### config.mk
export PLATFORM = sky130hd
export DESIGN_NAME = wrm_ctrl
export DESIGN_NICKNAME = d
export VERILOG_FILES = /design/src/hw/rtl/wrm_pkg.sv /design/src/hw/rtl/wrm_ctrl.sv
export SDC_FILE = /design/constraint.sdc
export NUM_CORES = 1
export LEC_CHECK = 0
export BUFFER_PORTS_ARGS = -buffer_cell sky130_fd_sc_hd__buf_2
export CAP_MARGIN = 20
export CORE_AREA = 10 10 47 49
export DETAILED_ROUTE_END_ITERATION = 16
export DIE_AREA = 0 0 57 59
export GPL_TIMING_DRIVEN = 0
export PLACE_DENSITY = 0.65
export REMOVE_ABC_BUFFERS = 1
export SLEW_MARGIN = 30
export SYNTH_ARGS = -nofsm -noshare
export SYNTH_HDL_FRONTEND = slang
export SYNTH_SLANG_ARGS = --single-unit
### constraint.sdc
create_clock -name clk -period 1 [get_ports clk]
set_input_delay 0.05 -clock clk [delete_from_list [all_inputs] [get_ports clk]]
set_output_delay 0.05 -clock clk [all_outputs]
set_load 0.01 [all_outputs]
### src/hw/rtl/wrm_pkg.sv
// ----------------------------------------------------------------------------
// Windowed rate meter package
// Shared sizes, window constants, operation codes, payload and control types.
// ----------------------------------------------------------------------------
package wrm_pkg;

	localparam int SLOT_COUNT = 256;
	localparam int HORIZON_MS = 10000;
	localparam int ADDR_W     = $clog2(SLOT_COUNT);
	localparam int CNT_W      = $clog2(SLOT_COUNT + 1);
	localparam int AMT_W      = 48;
	localparam int HALF_W     = AMT_W / 2;
	localparam int TIME_W     = 32;
	localparam int SLOT_W     = 32;
	localparam int TOL_W      = 16;
	localparam int NWIN       = 4;
	localparam int WIN_W      = 2;
	localparam int SECS_W     = 4;
	localparam int DIV_STEPS  = 8;
	localparam int DIV_CW     = $clog2(DIV_STEPS);

	// x / 5 equals (x * RECIP5) >> RECIP5_SH for every 48-bit x.
	localparam logic [AMT_W-1:0] RECIP5    = 48'hCCCC_CCCC_CCCD;
	localparam int               RECIP5_SH = 50;

	localparam logic [TIME_W-1:0] WIN_MS [NWIN] = '{32'd1000, 32'd2000, 32'd5000, 32'd10000};
	localparam logic [SECS_W-1:0] WIN_SECS [NWIN] = '{4'd1, 4'd2, 4'd5, 4'd10};

	localparam logic [2:0] OP_HIT    = 3'd0;
	localparam logic [2:0] OP_SAMPLE = 3'd1;
	localparam logic [2:0] OP_RESET  = 3'd2;
	localparam logic [2:0] OP_DISC   = 3'd3;
	localparam logic [2:0] OP_QUERY  = 3'd4;

	typedef struct packed {
		logic [2:0]        op;
		logic [TIME_W-1:0] time_ms;
		logic [AMT_W-1:0]  amount;
	} item_t;

	typedef struct packed {
		logic [WIN_W-1:0] window_index;
		logic [AMT_W-1:0] window_sum;
		logic [AMT_W-1:0] window_rate;
		logic [AMT_W-1:0] peak_sum;
		logic [AMT_W-1:0] run_total;
		logic             last_row;
	} result_t;

	typedef struct packed {
		logic load;
		logic exec;
		logic prune_rd;
		logic pop;
		logic walk_init;
		logic walk_rd;
		logic walk_step;
		logic div_init;
		logic div_step;
		logic out_load;
	} cmd_t;

	typedef struct packed {
		logic prune_need;
		logic is_query;
		logic ring_empty;
		logic aged_out;
		logic walk_done;
		logic div_last;
		logic out_free;
		logic last_row;
	} sts_t;

	function automatic logic [ADDR_W-1:0] wrap_add(logic [ADDR_W-1:0] base,
		logic [CNT_W-1:0] off);
		logic [CNT_W:0] s;
		s = (CNT_W+1)'(base) + (CNT_W+1)'(off);
		if (s >= (CNT_W+1)'(SLOT_COUNT)) begin
			s = s - (CNT_W+1)'(SLOT_COUNT);
		end
		return s[ADDR_W-1:0];
	endfunction

	function automatic logic [ADDR_W-1:0] next_idx(logic [ADDR_W-1:0] x);
		logic [ADDR_W-1:0] r;
		r = (x == ADDR_W'(SLOT_COUNT - 1)) ? '0 : x + ADDR_W'(1);
		return r;
	endfunction

endpackage

### src/hw/rtl/wrm_ctrl.sv
// ----------------------------------------------------------------------------
// Windowed rate meter controller
// Sequences execute, prune, window walk, rate division and result rows.
// ----------------------------------------------------------------------------
module wrm_ctrl (
	input  logic          clk,
	input  logic          arst_n,
	input  logic          item_valid,
	output logic          item_stall,
	input  wrm_pkg::sts_t sts,
	output wrm_pkg::cmd_t cmd
);

	localparam logic [2:0] S_IDLE = 3'd0;
	localparam logic [2:0] S_EXEC = 3'd1;
	localparam logic [2:0] S_PRD  = 3'd2;
	localparam logic [2:0] S_PCK  = 3'd3;
	localparam logic [2:0] S_WRD  = 3'd4;
	localparam logic [2:0] S_WCK  = 3'd5;
	localparam logic [2:0] S_DIV  = 3'd6;
	localparam logic [2:0] S_EMIT = 3'd7;

	logic [2:0] state_q;
	logic [2:0] state_d;

	always_comb begin
		cmd        = '0;
		state_d    = state_q;
		item_stall = 1'b1;
		unique case (state_q)
			S_IDLE: begin
				item_stall = 1'b0;
				if (item_valid) begin
					cmd.load = 1'b1;
					state_d  = S_EXEC;
				end
			end
			S_EXEC: begin
				cmd.exec = 1'b1;
				state_d  = sts.prune_need ? S_PRD : S_IDLE;
			end
			S_PRD: begin
				if (sts.ring_empty) begin
					cmd.walk_init = sts.is_query;
					state_d       = sts.is_query ? S_WRD : S_IDLE;
				end else begin
					cmd.prune_rd = 1'b1;
					state_d      = S_PCK;
				end
			end
			S_PCK: begin
				if (sts.aged_out) begin
					cmd.pop = 1'b1;
					state_d = S_PRD;
				end else begin
					cmd.walk_init = sts.is_query;
					state_d       = sts.is_query ? S_WRD : S_IDLE;
				end
			end
			S_WRD: begin
				if (sts.walk_done) begin
					cmd.div_init = 1'b1;
					state_d      = S_DIV;
				end else begin
					cmd.walk_rd = 1'b1;
					state_d     = S_WCK;
				end
			end
			S_WCK: begin
				cmd.walk_step = 1'b1;
				state_d       = S_WRD;
			end
			S_DIV: begin
				cmd.div_step = 1'b1;
				if (sts.div_last) begin
					state_d = S_EMIT;
				end
			end
			S_EMIT: begin
				if (sts.out_free) begin
					cmd.out_load = 1'b1;
					if (sts.last_row) begin
						state_d = S_IDLE;
					end
				end
			end
			default: begin
				state_d = S_IDLE;
			end
		endcase
	end

	always_ff @(posedge clk or negedge arst_n) begin
		if (!arst_n) begin
			state_q <= S_IDLE;
		end else begin
			state_q <= state_d;
		end
	end

	a_accept_exec: assert property (@(posedge clk) disable iff (!arst_n)
		(item_valid && !item_stall) |=> (state_q == S_EXEC))
		else $error("Accepted item did not reach execute.");
	a_last_idle: assert property (@(posedge clk) disable iff (!arst_n)
		(cmd.out_load && sts.last_row) |=> (state_q == S_IDLE))
		else $error("Controller did not return to idle after the last row.");
	a_stall_busy: assert property (@(posedge clk) disable iff (!arst_n)
		item_stall == (state_q != S_IDLE))
		else $error("Input stall does not match the controller state.");

endmodule

==> results of run 1 <==
[critical path, delay by kind of cell (launching register included)]
family	cells	cell delay [ns]
buffers and inverters	1	0.13
AND/OR/NAND/NOR	2	0.47
flip-flops	1	0.43
[area by class of cell]
cell class	instances	share of cell area [%]
tap	16	3.008
timing repair buffer	37	35.34
inverter	4	2.632
multi-input combinational	33	43.23
clock buffer	4	3.947
sequential	3	11.84
[logic make-up (layout without fill, tap and decap cells)]
family / count (synthesis) / in the layout / share of synthesized area, %
simple gates: 22 / 22 / 35.06
compound gates: 11 / 11 / 28.41
flops: 3 / 3 / 22.14
buf+inv: 7 / 45 / 14.39
[per-layer routing]
metal | GRT usage, % | routed length (um) | vias up
met5 | 0 | 0 | -
met4 | 2.349 | 0 | 0
met3 | 3.863 | 104 | 0
met2 | 13.49 | 759 | 11
met1 | 5.854 | 431 | 224
li1 | - | - | 226
[power by group through the flow]
stage	Sequential [mW]	Clock, mW	Combinational [mW]
after floorplan	0.325	0	0.466
after global placement	0.365	0	0.657
after detailed placement	0.371	0	0.660
after CTS	0.312	0.214	1.09
after global routing	0.334	0.231	1.56
final	0.319	0.205	1.45
[placed cells by master (no fill, tap or decap)]
master and n:
nand2b_1 2, nand2_2 2, clkbuf_1 1, buf_4 13, a21o_1 2, a21oi_1 1
a21boi_4 1, o2111ai_2 1, nor2_2 3, buf_2 21, nand2b_4 4, a211oi_2 1
or3_4 1, nor2_1 3, o21ai_1 1, dfrtp_2 3, nand2_1 1, nor3b_1 1
clkbuf_4 3, inv_1 3, inv_4 1, buf_6 2, dlygate4sd3_1 1, nor3_2 3
a211o_1 2, nand4_1 1, o211ai_2 2, nand3_1 1
[what timing repair did]
item,4_1_cts,5_1_grt
setup buffers,9,6
hold buffers,1,0
setup endpoints to repair,14,14
resized for setup,9,13
pin swaps,4,5
endpoints found under the hold margin,3,0
[metrics by stage]
stage | area (sq um) | util [%] | std cells
CTS | 564.3 | 40.27 | 91
floorplan | 305.3 | - | 40
finish | 665.6 | 47.50 | 97
detailed placement | 430.4 | 30.71 | 77
global placement | 430.4 | 30.71 | 77
global route | 665.6 | 47.50 | 97
[cells in the mapped netlist]
cell type  number  share of area, %
nor2_2          1               1.8
o2111ai_1       1               2.6
nand2_1         3               3.3
a21boi_1        1               2.2
a211oi_2        1               3.7
nor2_1          5               5.5
nand3_1         1               1.5
a21oi_1         1               1.5
buf_6           3                10
dfrtp_1         3                22
or3_4           1               3.3
nor3_1          3               4.4
a21o_1          2               4.4
nand4_1         1               1.8
nand2b_1        6                11
o211ai_2        2               7.4
inv_2           1               1.1
a211o_1         2               5.2
inv_1           3               3.3
o21ai_0         1               1.5
nor3b_1         1               2.2
[path summary, 6_finish.rpt]
check	from	end	depth (start not counted)
worst max-delay path	state_q[2]	cmd[9]	3
max in group asynchronous	arst_n	state_q[1]	2
min in group clk	sts[2]	state_q[0]	3
worst min-delay path	arst_n	state_q[2]	2
worst min register to register	state_q[2]	state_q[0]	2
worst max register to register	state_q[1]	state_q[1]	5
==> impl_results.md, run 1 <==
* Largest net degree at the start of global routing at 9
* Routed Antenna Nets at 0
* Pwr Total at 1.971 mW
* Final min period at ~1.3 ns
* Worst Clk Skew at roughly 0.0018 ns
* Synth warn at 0
* GRT Residual Overflow at 0
* CORE AREA at 0.001401 sq mm
* Cell Int Power at 1.141 mW
* Max VDD drop at 999.2 uV
* Net Sw Power at 830.9 uW
* Worst hold-check path type: input pin to async pin
* Layout cell share with drive strength beyond 1 at 75.31%
* Unique masters post-synth at 21
* Tightest Pin Transition at 0.1892 ns
* Fin crit share at 131.3%
* Slew HR at 87.36%
* Multi-input logic area at approximately 290 sq um
* Final worst setup slack at -0.3131 ns
* CP endpoint kind: primary output
* Via density per instance at 4.753
* CTS Buf Count at 3
* Via total after detailed routing at 461
* Flop2flop setup slack at -0.21 ns
* Clock power share at 10.4%
* Port Buf Inserts at 21
* Antenna violations before repair at 0
* Clock Path Buffers at 2
* P&R area growth vs syn at 96.31%
* Max incr delay on CP at approximately 0.43 ns
* Kind of critical path: register to primary output
* DRC Markers at 0
* Die Area at ~0.0034 sq mm
* Die W at 57 um
* Largest reg by FF count: state_q
* Max reg flops at 3
* Worst Path Required at around 0.95 ns
* Nets at 93
* Post-synth design cell area at between 300 and 400 sq um
* Final wirelength at 1295 um
* Seq pwr share at 16.2%
* Regs by FF count: state_q x3
* Critical path's slowest cell: dfrtp_2
* Synthesized flop and latch total at 3
* Worst-path clk slew at 0.04 ns
* Reg area at 78.83 sq um
* Critical path arrival at ~1.3 ns
* Failing checks: setup timing
* Die H at 59 um
* I/O Pins at 22
* Setup tns final at -2.866 ns
* Peak Freq at 761.5 MHz
* Antenna diodes at 0
* CP Max Fanout at 6
* Vias in the first global route at 469
* Outcome: complete, but fails checks
* Unrepaired setup endpoints after global routing: yes
* Sequential cell area fraction in the yosys report at 22.14%
* CTS tree: built
* Syn Area/Cell at 7.885 sq um
* Clock latency on the worst-skew pair at 0.23 ns
* Hold WS at roughly 0.15 ns
* GRT Total Usage at 6.973%
* Setup slack at placement at -0.1956 ns
* Comb pwr share at about three quarters
* Final Hold Viols at 0
* Static Leak at 0.3507 nW
* Worst setup SP type: register
* Initial DRC Count at 5
* Filler Cells Inserted at 149
* Clk root buf: clkbuf_4
* Gpl congestion at 0.6948
* DR pass1 iterations at 2
* MaxCap Viol Count at 0
* Sw Share at ~42%
* Site Rows at 14
* PwrDens at 2962 mW/mm^2
* Slew Viols, Final at 0
* Final HPWL DP at approximately 790 um
* Initial Utilization at between 20 and 25%
* H-tree Lvls at 1
* Clk sinks at 3
* First-pass GRT wire length at 1938 um
* WL/cell at 13.35 um
* Worst-path cell chain: or3_4 > nor2_2 > buf_2
* Final setup fails at 14
* Cells after Synth at 43
(Power assumes the default switching activity.)
==> run 2: changes to the inputs <==
==> constraint.sdc (replaced) <==
create_clock -name clk -period 1.1 [get_ports clk]
set_input_delay 0.22 -clock clk [delete_from_list [all_inputs] [get_ports clk]]
set_output_delay 0.22 -clock clk [all_outputs]
set_load 0.01 [all_outputs]
==> run 2 against run 1 <==
  * Wire length increased by 3.6%
  * Flip-flop and latch count unchanged
  * First-iteration DRC count down 40%
  * The run still ends with setup timing left
  * Highest routed layer is now met4
  * Critical endpoint unchanged
==> impl_results.md, run 2 (synthesis results as in run 1) <==
* Outcome: complete, but fails checks
* Failing checks: setup timing
* Port Buf Inserts at 21
* Initial DRC Count at 3
* CORE AREA at 0.001401 sq mm
* GRT Total Usage at approximately 7%
* Worst hold-check path type: input pin to async pin
* I/O Pins at 22
* CTS tree: built
* Worst Path Required at around 0.88 ns
* Tightest Pin Transition at approximately 0.19 ns
* P&R area growth vs syn at 101.1%
* GRT Residual Overflow at 0
* Antenna violations before repair at 0
* PwrDens at about 2700 mW/mm^2
* Final Hold Viols at 0
* Layout cell share with drive strength beyond 1 at ~75%
* Routed Antenna Nets at 0
* Antenna diodes at 0
* Largest net degree at the start of global routing at 9
* Final HPWL DP at 792.5 um
* Gpl congestion at 0.6948
* Regs by FF count: state_q x3
* Die Area at 0.003363 sq mm
* MaxCap Viol Count at 0
* Final worst setup slack at -0.3817 ns
* Critical path arrival at 1.26 ns
* H-tree Lvls at 1
* Placed cell count at 77
* Nets at 93
* Static Leak at 0.3566 nW
* Pwr Total at 1.827 mW
* Via total after detailed routing at roughly 470
* Largest reg by FF count: state_q
* Site Rows at 14
* Hold WS at approximately 0.32 ns
* Die W at 57 um
* Most frequent cells in the layout: buf_2 (20), buf_4 (13), nand2b_4 (4)
* Final min period at 1.482 ns
* Final wirelength at ~1300 um
* First-pass GRT wire length at around 1900 um
* Unrepaired setup endpoints after global routing: yes
* Post-layout util at 48.66%
* Peak Freq at around 670 MHz
* DR pass1 iterations at 4
* Slew HR at 87.45%
* Die H at between 50 and 60 um
* Kind of critical path: register to primary output
* Worst setup SP type: register
* Commonest non-fill, non-tap cell in the layout: buf_2
* Final setup fails at 14
* CTS Buf Count at 3
* DRC Markers at 0
* Via density per instance at ~4.9
* Setup tns final at -3.319 ns
* Clock latency on the worst-skew pair at 0.23 ns
* Clock Path Buffers at 2
* Fin crit share at 134.7%
* Max VDD drop at slightly above 900 uV
* Worst-path clk slew at 0.03 ns
* Worst Clk Skew at ~0.00033 ns
* Slew Viols, Final at 0
* CP Max Fanout at 7
* Clk sinks at 3
* CP endpoint kind: primary output
* Max reg flops at 3
* Post-Layout Cell Count at between 90 and 100
* WL/cell at 13.84 um
* Initial Utilization at 24.20%
* Clk root buf: clkbuf_4
* Vias in the first global route at 474
## run 2: cell count changes in the layout (fill, tap and decap cells not counted)
cell,before,now
buf_6,2,3
nand2_2,2,1
nor2_4,0,1
nand2_4,0,1
nor2_2,3,2
buf_2,21,20
## run 2: critical path: stages, from the launching register on
cell and delay [ns]:
dfrtp_2 0.45, or3_4 0.38, nor2_2 0.07, buf_2 0.13
## run 2: path summary, 6_finish.rpt
check | startpoint | end | slack (ns) | cells past startpoint
min reg2reg | state_q[2] | state_q[2] | 0.66 | 2
min | arst_n | state_q[2] | 0.32 | 2
max | state_q[0] | cmd[9] | -0.38 | 3
min in group clk | sts[2] | state_q[0] | 0.33 | 3
max in group asynchronous | arst_n | state_q[1] | 0.67 | 2
max reg2reg | state_q[1] | state_q[1] | -0.12 | 5
## run 2: power by group
group,internal (mW),switching (mW)
registers,0.179,0.111
clock network,0.135,0.0496
logic,0.734,0.618
total,1.05,0.778
## run 2: per-layer routing
metal	vias to the layer above	routed length [um]	global-route usage (%)
met3	4	130	4.077
li1	228	-	-
met2	18	767	12.40
met5	-	0	0
met4	0	34	5.369
met1	224	410	5.615
## run 2: cell type report
type / instances / area (sq um)
Fill cell: 146 / 719.4
Sequential cell: 3 / 78.83
Multi-Input combinational cell: 33 / 297.8
Timing Repair Buffer: 37 / 241.5
Inverter: 4 / 17.52
Tap cell: 16 / 20.02
Clock buffer: 4 / 26.28
## run 2: through the flow
stage	worst slack, ns	area, sq um
floorplan	-0.1429	305.3
global placement	-0.2318	430.4
detailed placement	-0.2394	430.4
CTS	-0.3989	554.3
global route	-0.4567	681.9
finish	-0.3817	681.9
## run 2: what timing repair did
action / CTS / global route
gates resized for setup: 7 / 18
setup buffers: 9 / 6
endpoints found under the hold margin: 3 / 0
pin swaps: 4 / 5
hold buffers: 1 / 0
endpoints found under the setup margin: 14 / 13
==> run 3: changes to the inputs <==
MAX_ROUTING_LAYER = met4   (was not set)
==> run 3 against run 2 <==
  * The flow still finishes with violations (setup timing)
  * Critical path depth stayed put
  * Flip-flop and latch count stayed put
  * Hold slack did not move
  * Sequential share of layout area unchanged
  * Worst setup slack unchanged
  * Fmax stayed put
  * Clock power is essentially flat
  * Global-route usage is 0.20 points higher
  * Largest cell class unchanged
==> impl_results.md, run 3 (synthesis results as in run 1) <==
* Setup tns final at -3.319 ns
* CP endpoint kind: primary output
* WL/cell at 13.84 um
* Pwr Total at about 1.8 mW
* Post-layout util at 48.66%
* CTS tree: built
* Largest net degree at the start of global routing at 9
* GRT Residual Overflow at 0
* Antenna diodes at 0
* MaxCap Viol Count at 0
* Nets at 93
* Outcome: complete, but fails checks
* Slew Viols, Final at 0
* Final worst setup slack at -0.3817 ns
* Critical path arrival at 1.26 ns
* Regs by FF count: state_q x3
* Max VDD drop at 929.1 uV
* Hold WS at around 0.32 ns
* First-pass GRT wire length at 1932 um
* Largest reg by FF count: state_q
* Worst-path clk slew at 0.03 ns
* Initial Utilization at 24.20%
* DR pass1 iterations at 4
* DRC Markers at 0
* Final setup fails at 14
* Peak Freq at 674.9 MHz
* Layout cell share with drive strength beyond 1 at about three quarters
* Commonest non-fill, non-tap cell in the layout: buf_2
* Slew HR at 87.45%
* Worst hold-check path type: input pin to async pin
* Via total after detailed routing at roughly 470
* Final HPWL DP at 792.5 um
* Antenna violations before repair at 0
* CORE AREA at around 0.0014 sq mm
* P&R area growth vs syn at 101.1%
* Site Rows at 14
* H-tree Lvls at 1
* Placed cell count at 77
* Most frequent cells in the layout: buf_2 (20), buf_4 (13), nand2b_4 (4)
* Clk root buf: clkbuf_4
* Final Hold Viols at 0
* PwrDens at 2679 mW/mm^2
* Clock Path Buffers at 2
* Worst setup SP type: register
* Final wirelength at 1342 um
* CP Max Fanout at 7
* Routed Antenna Nets at 0
* Failing checks: setup timing
* Kind of critical path: register to primary output
* Die W at approximately 57 um
* I/O Pins at 22
* Worst Path Required at roughly 0.88 ns
* Unrepaired setup endpoints after global routing: yes
* Die Area at 0.003363 sq mm
* Post-Layout Cell Count at 97
* Design area at 681.9 sq um
* Dpl cell area at 430.4 sq um
* Initial DRC Count at 3
* GRT Total Usage at 7.213%
* Static Leak at 0.3566 nW
* Filler Cells Inserted at 146
* Vias in the first global route at roughly 470
* Gpl congestion at roughly 0.70
* Tightest Pin Transition at 0.1879 ns
* Worst Clk Skew at 0.0003317 ns
* CTS Buf Count at 3
* Setup slack at placement at -0.2394 ns
* Port Buf Inserts at 21
* Via density per instance at just under 5
* Clock latency on the worst-skew pair at 0.23 ns
* Die H at 59 um
* Final min period at 1.482 ns
* Max reg flops at 3
* Fin crit share at 134.7%
* Clk sinks at 3
## run 3: final cells by class
cell class | instances | area [sq um] | area share (%)
inverters | 4 | 17.52 | 2.569
well taps | 16 | 20.02 | 2.936
repair buffers | 37 | 241.5 | 35.41
multi-input cells | 33 | 297.8 | 43.67
flip-flops and latches | 3 | 78.83 | 11.56
clock buffers | 4 | 26.28 | 3.853
## run 3: worst paths after layout
check | end | cells past startpoint | slack (ns) | from
setup reg to reg | state_q[1] | 5 | -0.12 | state_q[1]
hold / removal | state_q[2] | 2 | 0.32 | arst_n
setup / recovery | cmd[9] | 3 | -0.38 | state_q[0]
hold reg to reg | state_q[2] | 2 | 0.66 | state_q[2]
max in group asynchronous | state_q[1] | 2 | 0.67 | arst_n
min in group clk | state_q[0] | 3 | 0.33 | sts[2]
## run 3: critical path, stage by stage (launching register included)
cell	delay [ns]
dfrtp_2	0.45
or3_4	0.38
nor2_2	0.07
buf_2	0.13
## run 3: where the power goes
group | switching [mW] | internal [mW] | total, mW
Combinational | 0.618 | 0.734 | 1.35
Clock | 0.0496 | 0.135 | 0.185
Sequential | 0.111 | 0.179 | 0.290
## run 3: per-layer routing
layer	routed length, um	vias up	global-route usage, %
met2	767	18	12.40
met1	439	224	5.974
li1	-	228	-
met4	34	0	5.369
met5	0	-	-
met3	100	4	3.433
## run 3: timing repair
| action | 4_1_cts | 5_1_grt |
|---|---|---|
| hold buffers | 1 | 0 |
| endpoints found under the hold margin | 3 | 0 |
| setup buffers | 9 | 6 |
| pin swaps | 4 | 5 |
| setup endpoints to repair | 14 | 13 |
| resized for setup | 7 | 18 |
